<file path="src/hdl/spzs_pkg.sv">
// spzs_pkg: shared constants, codes and types for the strip pedestal
// subtraction and zero suppression block. No dependencies.
`timescale 1ns / 1ps
`default_nettype none

package spzs_pkg;

  // Table geometry
  localparam int DETECTORS   = 4;
  localparam int STRIPS      = 1024;
  localparam int TABLE_DEPTH = DETECTORS * STRIPS;
  localparam int ADDR_W      = (TABLE_DEPTH > 1) ? $clog2(TABLE_DEPTH) : 1;

  // Field widths
  localparam int DET_W    = 2;
  localparam int STRIP_W  = 10;
  localparam int ADC_W    = 12;
  localparam int PED_W    = 16;
  localparam int SIGMA_W  = 12;
  localparam int GAIN_W   = 8;
  localparam int SSIDE_W  = 11;
  localparam int ENERGY_W = 16;
  localparam int PROD_W   = GAIN_W + SIGMA_W;   // gain * sigma
  localparam int DIFF_W   = PED_W + 2;          // adc*16 - pedestal, signed
  localparam int EN_W     = DIFF_W + 1;         // diff - threshold, signed

  // Item command codes (carried in tuser)
  localparam logic CMD_LOAD = 1'b0;
  localparam logic CMD_HIT  = 1'b1;

  // Configuration register indexes
  localparam logic CFG_NOISE_GAIN = 1'b0;
  localparam logic CFG_S_SIDE     = 1'b1;

  // Reset values of configuration registers
  localparam logic [GAIN_W-1:0]  NOISE_GAIN_RST = GAIN_W'(80);
  localparam logic [SSIDE_W-1:0] S_SIDE_RST     = SSIDE_W'(640);

  // One calibration entry, dead flag on top
  typedef struct packed {
    logic               dead;
    logic [SIGMA_W-1:0] sigma;
    logic [PED_W-1:0]   ped;
  } cal_entry_t;

  // Hit payload that travels with the table read
  typedef struct packed {
    logic [DET_W-1:0]   det;
    logic [STRIP_W-1:0] strip;
    logic [ADC_W-1:0]   adc;
  } hit_t;

  // One result item
  typedef struct packed {
    logic [ENERGY_W-1:0] energy;
    logic [STRIP_W-1:0]  strip_in_side;
    logic                side;
    logic [DET_W-1:0]    det;
  } result_t;

endpackage

`default_nettype wire

</file>
<file path="src/hdl/spzs_energy.sv">
// spzs_energy: threshold product, pedestal subtraction and zero-suppress stages.
// Depends on spzs_pkg.
`timescale 1ns / 1ps
`default_nettype none

module spzs_energy (
  input  wire                          clk_i,
  input  wire                          rst_ni,
  input  wire  [spzs_pkg::GAIN_W-1:0]  noise_gain_i,
  input  wire  [spzs_pkg::SSIDE_W-1:0] s_side_strips_i,
  input  wire                          in_valid_i,
  output logic                         in_ready_o,
  input  wire  spzs_pkg::hit_t         hit_i,
  input  wire  spzs_pkg::cal_entry_t   entry_i,
  output logic                         out_valid_o,
  input  wire                          out_ready_i,
  output spzs_pkg::result_t            result_o
);

  // Stage 2 registers
  logic                                  v2_q;
  logic [spzs_pkg::PROD_W-1:0]           prod_q, prod_d;
  logic signed [spzs_pkg::DIFF_W-1:0]    diff_q, diff_d;
  logic                                  dead_q;
  logic [spzs_pkg::DET_W-1:0]            det_q;
  logic                                  side_q, side_d;
  logic [spzs_pkg::STRIP_W-1:0]          local_q, local_d;

  // Stage 3 (output) registers
  logic                                  v3_q;
  spzs_pkg::result_t                     res_q;

  logic                                  ready2;
  logic                                  ready3;
  logic [spzs_pkg::PROD_W-1:0]           thr_sum;
  logic [spzs_pkg::ENERGY_W-1:0]         thr;
  logic signed [spzs_pkg::EN_W-1:0]      energy;
  logic                                  keep;

  // Per-stage flow control: a stage loads when empty or when it moves on
  assign ready3     = !v3_q || out_ready_i;
  assign ready2     = !v2_q || ready3;
  assign in_ready_o = ready2;

  // Stage 2 datapath: gain*sigma, adc*16 - pedestal, side split
  always_comb begin
    prod_d  = spzs_pkg::PROD_W'(noise_gain_i) * spzs_pkg::PROD_W'(entry_i.sigma);
    diff_d  = $signed({2'b00, hit_i.adc, 4'b0000}) - $signed({2'b00, entry_i.ped});
    side_d  = ({1'b0, hit_i.strip} >= s_side_strips_i);
    local_d = side_d ? (hit_i.strip - s_side_strips_i[spzs_pkg::STRIP_W-1:0])
                     : hit_i.strip;
  end

  always_ff @(posedge clk_i or negedge rst_ni) begin
    if (!rst_ni) begin
      v2_q <= 1'b0;
    end else if (ready2) begin
      v2_q <= in_valid_i;
    end
  end

  always_ff @(posedge clk_i) begin
    if (ready2 && in_valid_i) begin
      prod_q  <= prod_d;
      diff_q  <= diff_d;
      dead_q  <= entry_i.dead;
      det_q   <= hit_i.det;
      side_q  <= side_d;
      local_q <= local_d;
    end
  end

  // Stage 3 datapath: round threshold to 1/16 count, subtract, keep if > 0 and not dead
  always_comb begin
    thr_sum = prod_q + spzs_pkg::PROD_W'(8);
    thr     = thr_sum[spzs_pkg::PROD_W-1:4];
    energy  = spzs_pkg::EN_W'(diff_q)
            - $signed({{(spzs_pkg::EN_W-spzs_pkg::ENERGY_W){1'b0}}, thr});
    keep    = !dead_q && !energy[spzs_pkg::EN_W-1] && (energy != '0);
  end

  always_ff @(posedge clk_i or negedge rst_ni) begin
    if (!rst_ni) begin
      v3_q <= 1'b0;
    end else if (ready3) begin
      v3_q <= v2_q && keep;
    end
  end

  always_ff @(posedge clk_i) begin
    if (ready3 && v2_q && keep) begin
      res_q.energy        <= energy[spzs_pkg::ENERGY_W-1:0];
      res_q.strip_in_side <= local_q;
      res_q.side          <= side_q;
      res_q.det           <= det_q;
    end
  end

  assign out_valid_o = v3_q;
  assign result_o    = res_q;

endmodule

`default_nettype wire

</file>
<file path="config.mk">
export PLATFORM = sky130hd
export DESIGN_NAME = spzs_energy
export DESIGN_NICKNAME = d
export VERILOG_FILES = /design/src/hdl/spzs_pkg.sv /design/src/hdl/spzs_energy.sv
export SDC_FILE = /design/constraint.sdc
export NUM_CORES = 1
export LEC_CHECK = 0
export CORE_ASPECT_RATIO = 0.5
export CORE_UTILIZATION = 40
export DETAILED_ROUTE_END_ITERATION = 12
export DONT_BUFFER_PORTS = 1
export PLACE_DENSITY_LB_ADDON = 0.05
export SLEW_MARGIN = 10
export SYNTH_ARGS = -nofsm -noshare
export SYNTH_HDL_FRONTEND = slang
export SYNTH_SLANG_ARGS = --single-unit
</file>
<file path="constraint.sdc">
create_clock -name clk_i -period 4.85 [get_ports clk_i]
set_input_delay 0.7275 -clock clk_i [delete_from_list [all_inputs] [get_ports clk_i]]
set_output_delay 0.7275 -clock clk_i [all_outputs]
set_load 0.02 [all_outputs]
</file>
==> flow_metrics.env <==
export IMPL_cts_buffer_depth=2
export IMPL_tritoncts="yes"
export IMPL_yosysSeqAreaShare_pct=31.5
export IMPL_slew_headroom_pct=56.7
export IMPL_cp_end_kind="flop"
export IMPL_path_delay_family="adder cells"
export IMPL_cp_num_cells=16
export IMPL_synth_compound_area_share_pct=10.9
export IMPL_diodes=0
export IMPL_finalCritPeriodShare_pct=92.7
export IMPL_clk_pin_slew_ns=0.06
export IMPL_stdcell_area_mm2=0.00817
export IMPL_worstMarginPinSlew_ns=0.650
export IMPL_ant_nets=0
export IMPL_cts_setup_buffers=0
export IMPL_area_growth_pct=9.08
export IMPL_place_area_mm2=0.00785
export IMPL_ys_ff_latch=79
export IMPL_max_freq_mhz=222
export IMPL_synth_top_cell_area_share_pct=30.9
export IMPL_synth_edf_count=77
export IMPL_ios=107
export IMPL_ys_warn_count=0
export IMPL_drive_gt1_share_pct=5.70
export IMPL_synthAdderAreaFrac_pct=29.6
export IMPL_coreArea_mm2=0.0178
export IMPL_routed_wl_um=14600
export IMPL_firstDrtPassIters=4
export IMPL_yosysUniqueCellTypes=57
export IMPL_skew_ns=0.00755
export IMPL_start_util_pct=42.0
export IMPL_synth_top_family_by_area="adder cells"
export IMPL_cts_hold_buffers=0
export IMPL_crit_fanout=7
export IMPL_synth_xor_area_share_pct=6.90
export IMPL_setup_viol=0
export IMPL_multi_input_area_mm2=0.00465
export IMPL_grt_usage_pct=16.1
export IMPL_min_path_type="primary input to asynchronous set/reset pin"
export IMPL_routedWlPerCell_um=14.8
export IMPL_drv_cap=0
export IMPL_fin_cells=989
export IMPL_rsz0062_at_grt="no"
export IMPL_critical_path_arrival_ns=4.58
export IMPL_globalplace_congestion=0.864
export IMPL_fin_crit_ns=4.50
export IMPL_grt_pass1_wl_um=24700
export IMPL_routed_via_density=4.92
export IMPL_dr_total_vias=4864
export IMPL_fp_dieArea_mm2=0.0193
export IMPL_cts_buffers=9
export IMPL_status="complete, no violations"
export IMPL_synth_top_area_cell="edfxtp_1"
export IMPL_r2r_cells=16
export IMPL_grt_max_degree=49
export IMPL_hold_viol_final=0
export IMPL_antenna_found_initial=0
export IMPL_tns_ns=0
export IMPL_power_w=0.00392
export IMPL_final_common_cell="inv_1"
export IMPL_synthFlopType="edfxtp_1"
export IMPL_place_hpwl_um=12200
export IMPL_grt_pass1_vias=5069
export IMPL_overflow=0
export IMPL_crit_slowest_cell="fa_1"
export IMPL_power_density_mw_per_mm2=480
export IMPL_path_common_cell="fa_1"
export IMPL_rows=34
export IMPL_syn_area_per_cell_um2=10.2
export IMPL_syn_inst=737
export IMPL_drc=0
export IMPL_grt_util_met1_pct=22.7
export IMPL_crit_required_ns=4.94
export IMPL_async_reset_ff_share_pct=2.53
export IMPL_synth_area_mm2=0.00749
export IMPL_synthTopCellsByArea="edfxtp_1 (31%), fa_1 (17%), ha_1 (13%)"
export IMPL_synth_simple_gate_area_share_pct=14.2
export IMPL_drt_initial_drc_count=90
export IMPL_met2_usage_pct=25.3
export IMPL_slew_violations=0
export IMPL_path_class="primary input to flop"
export IMPL_top_usage_layer="met2"
export IMPL_synth_nets=953
export IMPL_portBuffers=0
export IMPL_power_leakage_nw=3.62
export IMPL_cts_root_buf="clkbuf_16"
export IMPL_die_x_um=196
export IMPL_insertion_delay_ns=0.34
export IMPL_cts_sinks=79
export IMPL_startpoint_type="primary input"
export IMPL_mostFrequentLayoutCells="inv_1 (123), ha_1 (78), edfxtp_1 (77)"
export IMPL_dpl_cell_count=973
export IMPL_critPathBufInv=2
export IMPL_cts_resized=0
export IMPL_seqCellArea_mm2=0.00236
export IMPL_fill_cells=1684
export IMPL_ir_worst_vdd_mv=0.178
export IMPL_dieHeight_um=98.8
export IMPL_grt_use_met3_pct=3.49
export IMPL_utilization_pct=45.9
export IMPL_htreeDepth=3
export IMPL_synth_area_mux_share_pct=0.301
export IMPL_path_cells="and2_1, fa_1, fa_1, inv_1, fa_1, fa_1, inv_1, ha_1, o21ai_0, nand2b_1, a21o_1, a31o_2, a2111oi_2, o21bai_1, a21oi_1, xnor2_1"
export IMPL_nets=966
export IMPL_cpPeakStageDelay_ns=0.55
## stage by stage
stage | hold slack (ns) | setup slack [ns]
3_3_place_gp | 0.401 | -0.0101
4_1_cts | 0.0640 | 0.336
3_5_place_dp | 0.406 | -0.0241
5_1_grt | 0.0570 | 0.0935
2_1_floorplan | 0.400 | -0.0232
6_report | 0.0791 | 0.355
## sequential cells by signal, summed over array words and instances (netlist names)
| register | count |
|---|---|
| prod_q | 17 |
| det_q | 2 |
| dead_q | 1 |
| diff_q | 17 |
| v2_q | 1 |
| result_o | 29 |
| side_q | 1 |
| out_valid_o | 1 |
| local_q | 10 |
## cell type report
class	count	area share (%)
clock buffers	9	2.76
clock inverters	7	1.19
inverters	123	5.65
multi-input cells	526	56.9
flip-flops and latches	79	28.9
well taps	234	3.58
repair buffers	11	1.01
## power by group
| group | leakage, nW | switching, W | total (W) | internal [W] |
|---|---|---|---|---|
| Clock | 0.152 | 0.000267 | 0.000717 | 0.000451 |
| Combinational | 2.72 | 0.00110 | 0.00210 | 0.000998 |
| Sequential | 0.756 | 0.0000979 | 0.00111 | 0.00101 |
| Total | 3.62 | 0.00147 | 0.00392 | 0.00246 |
## path summary, 6_finish.rpt
check	slack, ns	startpoint	endpoint
setup reg to reg	0.64	prod_q[5]	result_o[7]
setup / recovery	0.35	entry_i[17]	prod_q[19]
max in group asynchronous	4.70	rst_ni	out_valid_o
min in group clk_i	0.42	local_q[4]	result_o[7]
hold / removal	0.08	rst_ni	v2_q
hold reg to reg	0.42	local_q[4]	result_o[7]
## synthesized netlist by cell type (all sizes together) (2+ instances only)
| cell type | instances |
|---|---|
| a31oi | 3 |
| nor2b | 8 |
| o21bai | 7 |
| o21a | 9 |
| xnor2 | 44 |
| nand2 | 53 |
| and3 | 5 |
| nor4 | 3 |
| nand2b | 5 |
| o21ai | 24 |
| a221o | 2 |
| a21boi | 2 |
| o31a | 2 |
| and2 | 61 |
| or2 | 2 |
| o31ai | 3 |
| mux2 | 2 |
| a21o | 16 |
| clkbuf | 9 |
| edfxtp | 77 |
| ha | 78 |
| dfrtp | 2 |
| a41oi | 2 |
| o221a | 2 |
| nand4 | 4 |
| nand3 | 12 |
| nor2 | 32 |
| a211oi | 2 |
| o211ai | 2 |
| nor3 | 8 |
| or3 | 6 |
| xor2 | 15 |
| a21oi | 36 |
| fa | 62 |
| inv | 123 |
## kinds of logic after synthesis
kind of cell,count (synthesis)
AO/OA/AOI/OAI,121
XOR/XNOR,59
adder cells (fa/ha/maj),140
buffers and inverters,132
flip-flops,79
multiplexers,2
AND/OR/NAND/NOR,204
## routing by layer
layer / vias up / share of wire [%]
met5: - / 0
met4: 0 / 0.96
met3: 9 / 4.5
met2: 101 / 42
met1: 2265 / 52
li1: 2489 / -
## worst register-to-register path, cell delays in order, from the launching register on
cell,delay (ns)
edfxtp_1,0.40
and3_1,0.22
and3_1,0.23
nand4_1,0.21
nor2_1,0.17
xnor2_1,0.17
ha_1,0.32
and3_4,0.22
a221o_1,0.38
a21o_1,0.19
a31oi_2,0.19
xnor2_1,0.11
or3_1,0.39
nor3_2,0.14
nand4b_1,0.14
o221a_1,0.22
buf_4,0.24
Note: power is estimated with default switching activity, not from simulation.
